**config.mk**
```make
export PLATFORM = sky130hd
export DESIGN_NAME = selective_repeat_sender_window
export DESIGN_NICKNAME = d
export VERILOG_FILES = /design/src/hdl/srsw_pkg.sv /design/src/hdl/selective_repeat_sender_window.sv /design/src/hdl/srsw_ack_ram.sv
export SDC_FILE = /design/constraint.sdc
export NUM_CORES = 1
export LEC_CHECK = 0
export ABC_AREA = 1
export BUFFER_PORTS_ARGS = -buffer_cell sky130_fd_sc_hd__buf_2
export CAP_MARGIN = 20
export CORE_MARGIN = 2
export CORE_UTILIZATION = 45
export DETAILED_ROUTE_END_ITERATION = 12
export GPL_ROUTABILITY_DRIVEN = 0
export PLACE_DENSITY = 0.59
export RECOVER_POWER = 25
export SLEW_MARGIN = 10
export SYNTH_ARGS = -nofsm -noshare
export SYNTH_HDL_FRONTEND = slang
export SYNTH_HIERARCHICAL = 1
export SYNTH_SLANG_ARGS = --single-unit
```
**constraint.sdc**
```tcl
create_clock -name clk -period 4.2 [get_ports clk]
set_input_delay 0.42 -clock clk [delete_from_list [all_inputs] [get_ports clk]]
set_output_delay 0.42 -clock clk [all_outputs]
set_load 0.01 [all_outputs]
```
**src/hdl/srsw_pkg.sv**
```systemverilog
// ----------------------------------------------------------------------------
// srsw_pkg: shared types and constants for the selective-repeat sender window
// Op and result codes, sequencer states, configuration indexes and defaults.
// ----------------------------------------------------------------------------
package srsw_pkg;

  // Default sizing of the top level
  localparam int MAX_FRAMES_DEF = 64;
  localparam int MAX_WINDOW_DEF = 16;

  // Field widths fixed by the interface
  localparam int OP_W     = 2;
  localparam int SEQ_W    = 6;
  localparam int KIND_W   = 3;
  localparam int FRAME_W  = 6;
  localparam int BASE_W   = 7;
  localparam int TOTAL_W  = 7;
  localparam int WINDOW_W = 5;
  localparam int CFG_IDX_W  = 1;
  localparam int CFG_DATA_W = 7;

  // Configuration register indexes and reset values
  localparam logic [CFG_IDX_W-1:0] CFG_IDX_TOTAL  = 1'd0;
  localparam logic [CFG_IDX_W-1:0] CFG_IDX_WINDOW = 1'd1;
  localparam logic [TOTAL_W-1:0]   TOTAL_RST  = 7'd10;
  localparam logic [WINDOW_W-1:0]  WINDOW_RST = 5'd4;

  // Request op codes
  localparam logic [OP_W-1:0] OP_SEND   = 2'd0;
  localparam logic [OP_W-1:0] OP_ACK    = 2'd1;
  localparam logic [OP_W-1:0] OP_NACK   = 2'd2;
  localparam logic [OP_W-1:0] OP_UNUSED = 2'd3;

  // Result kinds
  localparam logic [KIND_W-1:0] KIND_SEND    = 3'd0;
  localparam logic [KIND_W-1:0] KIND_ACK     = 3'd1;
  localparam logic [KIND_W-1:0] KIND_NACK    = 3'd2;
  localparam logic [KIND_W-1:0] KIND_DONE    = 3'd3;
  localparam logic [KIND_W-1:0] KIND_IGNORED = 3'd4;

  typedef enum logic [2:0] {
    ST_CLEAR,
    ST_IDLE,
    ST_SLIDE_RD,
    ST_SLIDE_CHK,
    ST_DECIDE,
    ST_SCAN_RD,
    ST_SCAN_CHK,
    ST_REPLY
  } state_t;

endpackage

```
**src/hdl/selective_repeat_sender_window.sv**
```systemverilog
// ----------------------------------------------------------------------------
// selective_repeat_sender_window: sender side of selective-repeat ARQ
// Keeps an acked bitmap and a window base; answers send rounds, acks, nacks.
// ----------------------------------------------------------------------------
//  channel  signals                          direction  handshake
//  in       in_op, in_seq                    input      in_valid / in_ready
//  out      out_kind, out_frame,             output     out_valid / out_ready
//           out_window_base, out_last
//  cfg      cfg_index, cfg_data              input      cfg_we, no wait
//
// After reset a clearing pass walks the whole bitmap; no request is taken
// meanwhile. The bitmap RAM has one read port with a registered output, so
// each base slide step and each window scan step is split into a read state
// and a check state. Results wait in an output register; a stalled output
// holds the scan in place.
// ----------------------------------------------------------------------------
module selective_repeat_sender_window #(
  parameter int MAX_FRAMES = srsw_pkg::MAX_FRAMES_DEF,
  parameter int MAX_WINDOW = srsw_pkg::MAX_WINDOW_DEF
) (
  input  logic                              clk,
  input  logic                              rst_n,
  input  logic                              in_valid,
  output logic                              in_ready,
  input  logic [srsw_pkg::OP_W-1:0]         in_op,
  input  logic [srsw_pkg::SEQ_W-1:0]        in_seq,
  output logic                              out_valid,
  input  logic                              out_ready,
  output logic [srsw_pkg::KIND_W-1:0]       out_kind,
  output logic [srsw_pkg::FRAME_W-1:0]      out_frame,
  output logic [srsw_pkg::BASE_W-1:0]       out_window_base,
  output logic                              out_last,
  input  logic                              cfg_we,
  input  logic [srsw_pkg::CFG_IDX_W-1:0]    cfg_index,
  input  logic [srsw_pkg::CFG_DATA_W-1:0]   cfg_data
);

  localparam int AW  = $clog2(MAX_FRAMES);
  localparam int BW  = $clog2(MAX_FRAMES + 1);
  localparam int WW  = $clog2(MAX_WINDOW + 1);
  localparam int CW  = (BW > srsw_pkg::TOTAL_W) ? BW : srsw_pkg::TOTAL_W;
  localparam int WCW = (WW > srsw_pkg::WINDOW_W) ? WW : srsw_pkg::WINDOW_W;
  localparam int SW  = ((BW > WW) ? BW : WW) + 1;

  srsw_pkg::state_t state_r, state_nxt;

  logic [srsw_pkg::TOTAL_W-1:0]  cfg_total_r;
  logic [srsw_pkg::WINDOW_W-1:0] cfg_window_r;

  logic [BW-1:0] base_r, base_nxt;
  logic [BW-1:0] idx_r, idx_nxt;
  logic [BW-1:0] end_r, end_nxt;
  logic [BW-1:0] tot_r, tot_nxt;
  logic [WW-1:0] win_r, win_nxt;
  logic [BW-1:0] pend_r, pend_nxt;
  logic          pend_v_r, pend_v_nxt;
  logic [srsw_pkg::OP_W-1:0]    op_r, op_nxt;
  logic [srsw_pkg::KIND_W-1:0]  rep_kind_r, rep_kind_nxt;
  logic [srsw_pkg::FRAME_W-1:0] rep_frame_r, rep_frame_nxt;

  logic                         out_valid_r, out_valid_nxt;
  logic [srsw_pkg::KIND_W-1:0]  out_kind_r, out_kind_nxt;
  logic [srsw_pkg::FRAME_W-1:0] out_frame_r, out_frame_nxt;
  logic [srsw_pkg::BASE_W-1:0]  out_base_r, out_base_nxt;
  logic                         out_last_r, out_last_nxt;

  logic [CW-1:0]  total_ext;
  logic [BW-1:0]  total_eff;
  logic [WCW-1:0] window_ext;
  logic [WW-1:0]  window_eff;
  logic [SW-1:0]  win_end;

  logic          ram_we;
  logic [AW-1:0] ram_waddr;
  logic          ram_wdata;
  logic [AW-1:0] ram_raddr;
  logic          ram_rdata;

  logic in_acc;
  logic out_free;

  // Configuration registers
  always_ff @(posedge clk) begin
    if (!rst_n) begin
      cfg_total_r  <= srsw_pkg::TOTAL_RST;
      cfg_window_r <= srsw_pkg::WINDOW_RST;
    end else if (cfg_we) begin
      case (cfg_index)
        srsw_pkg::CFG_IDX_TOTAL:  cfg_total_r  <= cfg_data;
        srsw_pkg::CFG_IDX_WINDOW: cfg_window_r <= srsw_pkg::WINDOW_W'(cfg_data);
        default: ;
      endcase
    end
  end

  // Saturate registers into their usable ranges
  always_comb begin
    total_ext = CW'(cfg_total_r);
    if (total_ext == '0) begin
      total_eff = BW'(1);
    end else if (total_ext > CW'(MAX_FRAMES)) begin
      total_eff = BW'(MAX_FRAMES);
    end else begin
      total_eff = BW'(total_ext);
    end
    window_ext = WCW'(cfg_window_r);
    if (window_ext == '0) begin
      window_eff = WW'(1);
    end else if (window_ext > WCW'(MAX_WINDOW)) begin
      window_eff = WW'(MAX_WINDOW);
    end else begin
      window_eff = WW'(window_ext);
    end
  end

  assign in_ready  = (state_r == srsw_pkg::ST_IDLE);
  assign in_acc    = in_valid && in_ready;
  assign out_free  = !out_valid_r || out_ready;
  assign win_end   = SW'(base_r) + SW'(win_r);

  // Bitmap ports: clear pass or ack marking on write, base or scan index on read
  always_comb begin
    if (state_r == srsw_pkg::ST_CLEAR) begin
      ram_we    = 1'b1;
      ram_waddr = idx_r[AW-1:0];
      ram_wdata = 1'b0;
    end else begin
      ram_we    = in_acc && (in_op == srsw_pkg::OP_ACK) &&
                  (CW'(in_seq) < CW'(total_eff));
      ram_waddr = AW'(in_seq);
      ram_wdata = 1'b1;
    end
    if (state_r == srsw_pkg::ST_SLIDE_RD || state_r == srsw_pkg::ST_SLIDE_CHK) begin
      ram_raddr = base_r[AW-1:0];
    end else begin
      ram_raddr = idx_r[AW-1:0];
    end
  end

  srsw_ack_ram #(
    .DEPTH (MAX_FRAMES)
  ) u_ack_ram (
    .clk   (clk),
    .we    (ram_we),
    .waddr (ram_waddr),
    .wdata (ram_wdata),
    .raddr (ram_raddr),
    .rdata (ram_rdata)
  );

  always_ff @(posedge clk) begin
    if (!rst_n) begin
      state_r     <= srsw_pkg::ST_CLEAR;
      base_r      <= '0;
      idx_r       <= '0;
      pend_v_r    <= 1'b0;
      out_valid_r <= 1'b0;
    end else begin
      state_r     <= state_nxt;
      base_r      <= base_nxt;
      idx_r       <= idx_nxt;
      pend_v_r    <= pend_v_nxt;
      out_valid_r <= out_valid_nxt;
    end
  end

  always_ff @(posedge clk) begin
    end_r       <= end_nxt;
    tot_r       <= tot_nxt;
    win_r       <= win_nxt;
    pend_r      <= pend_nxt;
    op_r        <= op_nxt;
    rep_kind_r  <= rep_kind_nxt;
    rep_frame_r <= rep_frame_nxt;
    out_kind_r  <= out_kind_nxt;
    out_frame_r <= out_frame_nxt;
    out_base_r  <= out_base_nxt;
    out_last_r  <= out_last_nxt;
  end

  // Sequencer
  always_comb begin
    state_nxt     = state_r;
    base_nxt      = base_r;
    idx_nxt       = idx_r;
    end_nxt       = end_r;
    tot_nxt       = tot_r;
    win_nxt       = win_r;
    pend_nxt      = pend_r;
    pend_v_nxt    = pend_v_r;
    op_nxt        = op_r;
    rep_kind_nxt  = rep_kind_r;
    rep_frame_nxt = rep_frame_r;
    out_valid_nxt = out_valid_r && !out_ready;
    out_kind_nxt  = out_kind_r;
    out_frame_nxt = out_frame_r;
    out_base_nxt  = out_base_r;
    out_last_nxt  = out_last_r;

    case (state_r)
      srsw_pkg::ST_CLEAR: begin
        idx_nxt = idx_r + BW'(1);
        if (idx_r == BW'(MAX_FRAMES - 1)) begin
          idx_nxt   = '0;
          state_nxt = srsw_pkg::ST_IDLE;
        end
      end

      srsw_pkg::ST_IDLE: begin
        if (in_acc) begin
          op_nxt        = in_op;
          tot_nxt       = total_eff;
          win_nxt       = window_eff;
          rep_frame_nxt = in_seq;
          if (in_op == srsw_pkg::OP_SEND) begin
            state_nxt = srsw_pkg::ST_SLIDE_RD;
          end else if (in_op == srsw_pkg::OP_UNUSED ||
                       CW'(in_seq) >= CW'(total_eff)) begin
            rep_kind_nxt = srsw_pkg::KIND_IGNORED;
            state_nxt    = srsw_pkg::ST_REPLY;
          end else if (in_op == srsw_pkg::OP_ACK) begin
            rep_kind_nxt = srsw_pkg::KIND_ACK;
            state_nxt    = srsw_pkg::ST_SLIDE_RD;
          end else begin
            rep_kind_nxt = srsw_pkg::KIND_NACK;
            state_nxt    = srsw_pkg::ST_REPLY;
          end
        end
      end

      // Advance the base past acked frames, one read per step
      srsw_pkg::ST_SLIDE_RD: begin
        if (base_r >= tot_r) begin
          state_nxt = srsw_pkg::ST_DECIDE;
        end else begin
          state_nxt = srsw_pkg::ST_SLIDE_CHK;
        end
      end

      srsw_pkg::ST_SLIDE_CHK: begin
        if (ram_rdata) begin
          base_nxt  = base_r + BW'(1);
          state_nxt = srsw_pkg::ST_SLIDE_RD;
        end else begin
          state_nxt = srsw_pkg::ST_DECIDE;
        end
      end

      srsw_pkg::ST_DECIDE: begin
        if (op_r == srsw_pkg::OP_ACK) begin
          state_nxt = srsw_pkg::ST_REPLY;
        end else if (base_r >= tot_r) begin
          rep_kind_nxt  = srsw_pkg::KIND_DONE;
          rep_frame_nxt = '0;
          state_nxt     = srsw_pkg::ST_REPLY;
        end else begin
          end_nxt    = (win_end < SW'(tot_r)) ? BW'(win_end) : tot_r;
          idx_nxt    = base_r;
          pend_v_nxt = 1'b0;
          state_nxt  = srsw_pkg::ST_SCAN_RD;
        end
      end

      // Walk the window; hold one found frame back so the last can be marked
      srsw_pkg::ST_SCAN_RD: begin
        if (idx_r < end_r) begin
          state_nxt = srsw_pkg::ST_SCAN_CHK;
        end else if (out_free) begin
          out_valid_nxt = 1'b1;
          out_kind_nxt  = srsw_pkg::KIND_SEND;
          out_frame_nxt = srsw_pkg::FRAME_W'(pend_r);
          out_base_nxt  = srsw_pkg::BASE_W'(base_r);
          out_last_nxt  = 1'b1;
          state_nxt     = srsw_pkg::ST_IDLE;
        end
      end

      srsw_pkg::ST_SCAN_CHK: begin
        if (ram_rdata) begin
          idx_nxt   = idx_r + BW'(1);
          state_nxt = srsw_pkg::ST_SCAN_RD;
        end else if (!pend_v_r) begin
          pend_nxt   = idx_r;
          pend_v_nxt = 1'b1;
          idx_nxt    = idx_r + BW'(1);
          state_nxt  = srsw_pkg::ST_SCAN_RD;
        end else if (out_free) begin
          out_valid_nxt = 1'b1;
          out_kind_nxt  = srsw_pkg::KIND_SEND;
          out_frame_nxt = srsw_pkg::FRAME_W'(pend_r);
          out_base_nxt  = srsw_pkg::BASE_W'(base_r);
          out_last_nxt  = 1'b0;
          pend_nxt      = idx_r;
          idx_nxt       = idx_r + BW'(1);
          state_nxt     = srsw_pkg::ST_SCAN_RD;
        end
      end

      srsw_pkg::ST_REPLY: begin
        if (out_free) begin
          out_valid_nxt = 1'b1;
          out_kind_nxt  = rep_kind_r;
          out_frame_nxt = rep_frame_r;
          out_base_nxt  = srsw_pkg::BASE_W'(base_r);
          out_last_nxt  = 1'b1;
          state_nxt     = srsw_pkg::ST_IDLE;
        end
      end

      default: begin
        state_nxt = srsw_pkg::ST_IDLE;
      end
    endcase
  end

  assign out_valid       = out_valid_r;
  assign out_kind        = out_kind_r;
  assign out_frame       = out_frame_r;
  assign out_window_base = out_base_r;
  assign out_last        = out_last_r;

endmodule

```
**src/hdl/srsw_ack_ram.sv**
```systemverilog
// ----------------------------------------------------------------------------
// srsw_ack_ram: acknowledged-frame bitmap
// One write port and one read port, read data registered.
// ----------------------------------------------------------------------------
module srsw_ack_ram #(
  parameter int DEPTH = srsw_pkg::MAX_FRAMES_DEF
) (
  input  logic                     clk,
  input  logic                     we,
  input  logic [$clog2(DEPTH)-1:0] waddr,
  input  logic                     wdata,
  input  logic [$clog2(DEPTH)-1:0] raddr,
  output logic                     rdata
);

  logic mem [DEPTH];
  logic rdata_r;

  always_ff @(posedge clk) begin
    if (we) begin
      mem[waddr] <= wdata;
    end
  end

  always_ff @(posedge clk) begin
    rdata_r <= mem[raddr];
  end

  assign rdata = rdata_r;

endmodule

```
After elaboration in Yosys (flattened, before gate mapping)
Memories as Yosys holds them, arrays and structs flattened. A register that Yosys moved wholly into a read port is not among the register bits.
Index checks and enable logic that the tools add are counted.

word-level totals
  register bits = 84
  memory bits (writable) = 64
  input port bits = 21
  logic and storage cells = 167
  memories = 1

memories
  name           depth  bits a word  rd ports  clocked after memory_dff  write ports  RTL line            source
  u_ack_ram.mem  64     1            1         1                         1            srsw_ack_ram.sv:16  logic mem [DEPTH];

operators by class
  add/subtract/negate cells = 3
  order comparisons = 7
  equal/unequal tests = 24
  multiplexer cells = 77
  bitwise operators = 4
  reduce and logical (&&, ||, !) cells = 32

operators by type and width
  operator               count
  $mux W7                13
  $mux W6                12
  $mux W3                22
  $pmux W7 S3            2
  $pmux W3 S8            1
  $ne A2 B2 Y1 const B   9
  $pmux W6 S3            1
  $mux W1                16
  $reduce_and A4 Y1      4
  $reduce_and A5 Y1      3
  $add A7 B1 Y7 const B  2
  $eq A3 B3 Y1 const B   4
  $pmux W6 S2            1
  $pmux W3 S3            1
  $reduce_and A3 Y1      3
  $add A7 B5 Y8          1
  $lt A8 B7 Y1           1
  $reduce_and A2 Y1      4
  $eq A7 B6 Y1 const B   1
  $ge A6 B7 Y1           1
  $ge A7 B7 Y1           1
  $gt A7 B7 Y1 const B   1
  $logic_not A7 Y1       1
  $lt A6 B7 Y1           1
  23 further kinds       41

Depth between registers and ports, before layout
  word-level depth = 9
  gate-level depth with buffers = 15
  gate-level depth less buffers = 14

Hierarchy
The synthesis kept the hierarchy.

modules (own cells, without submodules)
  module                          times used  cells an instance  area each (um2)
  selective_repeat_sender_window  1           563                4680.7
  srsw_ack_ram                    1           324                3065.4

Worst setup path before layout
Ideal clock, no wire load.

  kind = reg2reg
  start point = register state_r[2]
  end point = memory u_ack_ram.mem[18] (enable)
  setup time = 0.301 ns
  data arrival time = 2.855 ns
  data required time = 3.899 ns
  slack = 1.044 ns
  cell stages (with the launch flop) = 8
  buffers on the path = 1
  period minus slack after synthesis = 3.156 ns
  path through = dfxtp_1 > inv_1 > nand2_1 > clkbuf_1 > o21ai_0 > nor3_1 > nand2_1 > nor2_1

between the ends
  elaborated cells between the ends (all ways) = 9
  those cells by class = eq/ne (1); mux (4); reduce/logical (4)

RTL lines
  element                 RTL line                               source
  start, declared         selective_repeat_sender_window.sv:45   srsw_pkg::state_t state_r, state_nxt;
  start signal, assigned  selective_repeat_sender_window.sv:153  state_r <= srsw_pkg::ST_CLEAR;
  start signal, assigned  selective_repeat_sender_window.sv:159  state_r <= state_nxt;
  $logic_not A3 Y1        selective_repeat_sender_window.sv:123  if (state_r == srsw_pkg::ST_CLEAR) begin
  $mux W6                 selective_repeat_sender_window.sv:123
  net ram_waddr[0]        selective_repeat_sender_window.sv:74   logic [AW-1:0] ram_waddr;
  end, declared           srsw_ack_ram.sv:16

The timed path passes the listed nets, and every way through them passes these cells.

Final worst setup path
  start point = register state_r[0]
  end point = memory u_ack_ram.mem[22] (enable)

The elaborated chain is that of the path after synthesis.

==> results.json <==
{
  "hold_path.class": "input pin to register",
  "nFillCells": 1597,
  "grt_overflow": 0,
  "grt_antenna_before_repair": 0,
  "finalClockSkew_ns": 0.008441,
  "grt_start_max_net_pins": 34,
  "cp-end-kind": "register",
  "vias_per_cell": 5.183,
  "grt_pass1_wl_microns": 29340,
  "crit_family": "simple AND/OR/NAND/NOR gates",
  "yosys_warnings": 6,
  "ys_types": 43,
  "cts_tree": "yes",
  "r2r_slack_ns": 1.18,
  "setup_viol": 0,
  "final_area_sq_um": 8692,
  "avgSynthCellArea_sq_um": 8.733,
  "placed_area_sq_um": 8125,
  "crit_slowest_cell": "nand2_2",
  "n_antenna_cell": 0,
  "cap_violations": 0,
  "start_util_pct": 46.38,
  "status": "completed",
  "tns_ns": 0,
  "fin_crit_ns": 3.018,
  "synth_fp_nets": 943,
  "layout_commonest_cell": "nand2_1",
  "crit_type": "register to register",
  "synth_edf_count": 117,
  "grt_pass1_vias": 5654,
  "post-cts-setup-buffers": 0,
  "clk_latency_ns": 0.43,
  "area_growth_pct": 12.21,
  "postRouteAntennaNets": 0,
  "synth_seq_area_share_pct": 53.63,
  "num_rows": 47,
  "nets": 987,
  "crit_buf_inv": 2,
  "async_flop_share_pct": 0,
  "port_buffers": 39,
  "max_freq_mhz": 331.4,
  "hold_ws_ns": 0.2132,
  "leakagePower_nw": 3.587,
  "drv_slew": 0,
  "vias": 6033,
  "cts_buffers": 17,
  "io_pins": 40,
  "design.die.area_sq_um": 18280,
  "layout_common_cells": "nand2_1 (212), nor2_1 (128), edfxtp_1 (117), inv_1 (106), nand3_1 (89)",
  "syn-instance-count": 887,
  "crit_path_max_fanout": 33,
  "cp.arrival_ns": 3.14,
  "final_util_pct": 52.05,
  "ctsHoldBuffers": 0,
  "dp_hpwl_microns": 13300,
  "crit_top_cell": "nor2_1",
  "track_usage_pct": 21.13,
  "peakVddDrop_mv": 0.3114,
  "coreArea_sq_um": 16700,
  "avgRoutedWirePerCell_microns": 15.64,
  "period_share_pct": 71.85,
  "cts_resized": 0,
  "slew_headroom_pct": 32.34,
  "cts_num_sinks": 149,
  "worst_slew_pin_slew_ns": 1.015,
  "start_kind": "register",
  "fp.dieH_microns": 135.2,
  "drive_gt1_share_pct": 8.369,
  "hold_viol": 0,
  "synth_seq_cells": 149,
  "drt-total-wl_microns": 18210,
  "powerDensity_nw_per_um2": 387.9,
  "synthFlopType": "edfxtp_1",
  "rsz0062_at_grt": "false",
  "drt_iter0_drc": 510,
  "drt_first_pass_iters": 5,
  "clock_path_buffers": 2,
  "clkSlewWorstSetupHoldPaths_ns": 0.06,
  "required_ns": 4.33,
  "cp_cell_sequence": "nor2_1 -> nand2_2 -> buf_4 -> a21oi_1 -> inv_1 -> nor3_1 -> nand2_1 -> nor2_1",
  "dieWidth_microns": 135.2,
  "syn-cell-area_sq_um": 7746,
  "max_stage_delay_ns": 0.45,
  "drc": 0,
  "root_buffer": "clkbuf_16",
  "htree_levels": 4
}
-- state kept, by name, summed over array words and instances, names as in the netlist --
name and cells:
base_r 7, cfg_total_r 7, cfg_window_r 5, end_r 7, idx_r 7, op_r 2, out_frame 6, out_kind 3
out_last 1, out_valid 1, out_window_base 7, pend_r 6, pend_v_r 1, rep_frame_r 6, rep_kind_r 3, state_r 3
tot_r 7, u_ack_ram/mem 64, u_ack_ram/rdata 1, win_r 5
-- path summary, 6_finish.rpt --
check	start	end	cells after the start
worst max-delay path	state_r[0]$_SDFFE_PN0P_	u_ack_ram/mem[22]$_DFFE_PP_	8
worst min register to register	cfg_window_r[0]$_SDFFE_PN0P_	cfg_window_r[0]$_SDFFE_PN0P_	2
worst min-delay path	cfg_data[5]	cfg_total_r[5]$_SDFFE_PN0P_	3
worst max register to register	state_r[0]$_SDFFE_PN0P_	u_ack_ram/mem[22]$_DFFE_PP_	8
-- cells in the mapped netlist, types with 2 or more instances --
| library cell | instances | area share [%] |
|---|---|---|
| o21ai_0 | 32 | 2.1 |
| dfxtp_1 | 32 | 8.3 |
| buf_2 | 5 | 0.32 |
| edfxtp_1 | 117 | 45 |
| o22ai_1 | 5 | 0.40 |
| nor3_1 | 19 | 1.2 |
| nor2_1 | 126 | 6.1 |
| inv_1 | 104 | 5.0 |
| ha_1 | 34 | 5.5 |
| inv_2 | 7 | 0.34 |
| nand3b_1 | 3 | 0.29 |
| a21oi_2 | 2 | 0.23 |
| buf_6 | 5 | 0.73 |
| nand3_2 | 2 | 0.26 |
| nand4_1 | 6 | 0.48 |
| a21oi_1 | 29 | 1.9 |
| o211ai_1 | 3 | 0.29 |
| a31oi_1 | 2 | 0.16 |
| nand2_1 | 212 | 10 |
| nor2_4 | 2 | 0.29 |
| nor4_1 | 2 | 0.16 |
| xnor2_1 | 3 | 0.34 |
| xor2_1 | 6 | 0.68 |
| buf_4 | 4 | 0.39 |
| nand3_1 | 89 | 5.8 |
| nor2_2 | 5 | 0.40 |
| clkbuf_1 | 4 | 0.19 |
| nand2_2 | 3 | 0.24 |
| o21ai_1 | 10 | 0.65 |
-- kinds of logic (layout without fill, tap and decap cells) --
family,Yosys count,in the layout,share of synthesized area (%)
simple gates,472,472,26.05
compound gates,88,88,6.170
buf+inv,134,191,7.381
fa+ha+maj,35,35,5.750
xor+xnor,9,9,1.018
flops,149,149,53.63
-- stage by stage --
| stage | cells | power, W | setup WS, ns |
|---|---|---|---|
| 2_1_floorplan | 887 | 0.001787 | 1.044 |
| 3_3_place_gp | 1131 | 0.001849 | 1.240 |
| 3_5_place_dp | 1131 | 0.001850 | 1.244 |
| 4_1_cts | 1163 | 0.003393 | 1.223 |
| 5_1_grt | 1164 | 0.003475 | 0.8694 |
| 6_report | 1164 | 0.003371 | 1.182 |
-- worst register-to-register path: stages, from the launching register on --
cell,delay (ns)
dfxtp_1,0.38
nor2_1,0.36
nand2_2,0.45
buf_4,0.38
a21oi_1,0.33
inv_1,0.15
nor3_1,0.26
nand2_1,0.24
nor2_1,0.17
-- layout make-up --
class	instances	area, sq um	share of cell area, %
clock buffers	19	442.9	5.096
clock inverters	13	157.7	1.814
inverters	114	436.7	5.024
multi-input cells	604	3014	34.68
flip-flops and latches	149	4154	47.79
well taps	220	275.3	3.167
repair buffers	45	211.5	2.433
-- per-layer routing --
layer / share of wire (%) / routed length [microns] / track usage, % / vias to the layer above
li1: - / - / - / 3037
met1: 47 / 8582 / 30.12 / 2799
met2: 45 / 8152 / 32.68 / 176
met3: 6.7 / 1226 / 4.040 / 21
met4: 1.3 / 244 / 6.829 / 0
met5: 0 / 0 / 0 / -
-- where the power goes --
group          internal, W  switching [W]
clock             0.000947       0.000604
sequential         0.00159      0.0000185
combinational    0.0000665       0.000144
Note: power is estimated with default switching activity, not from simulation.
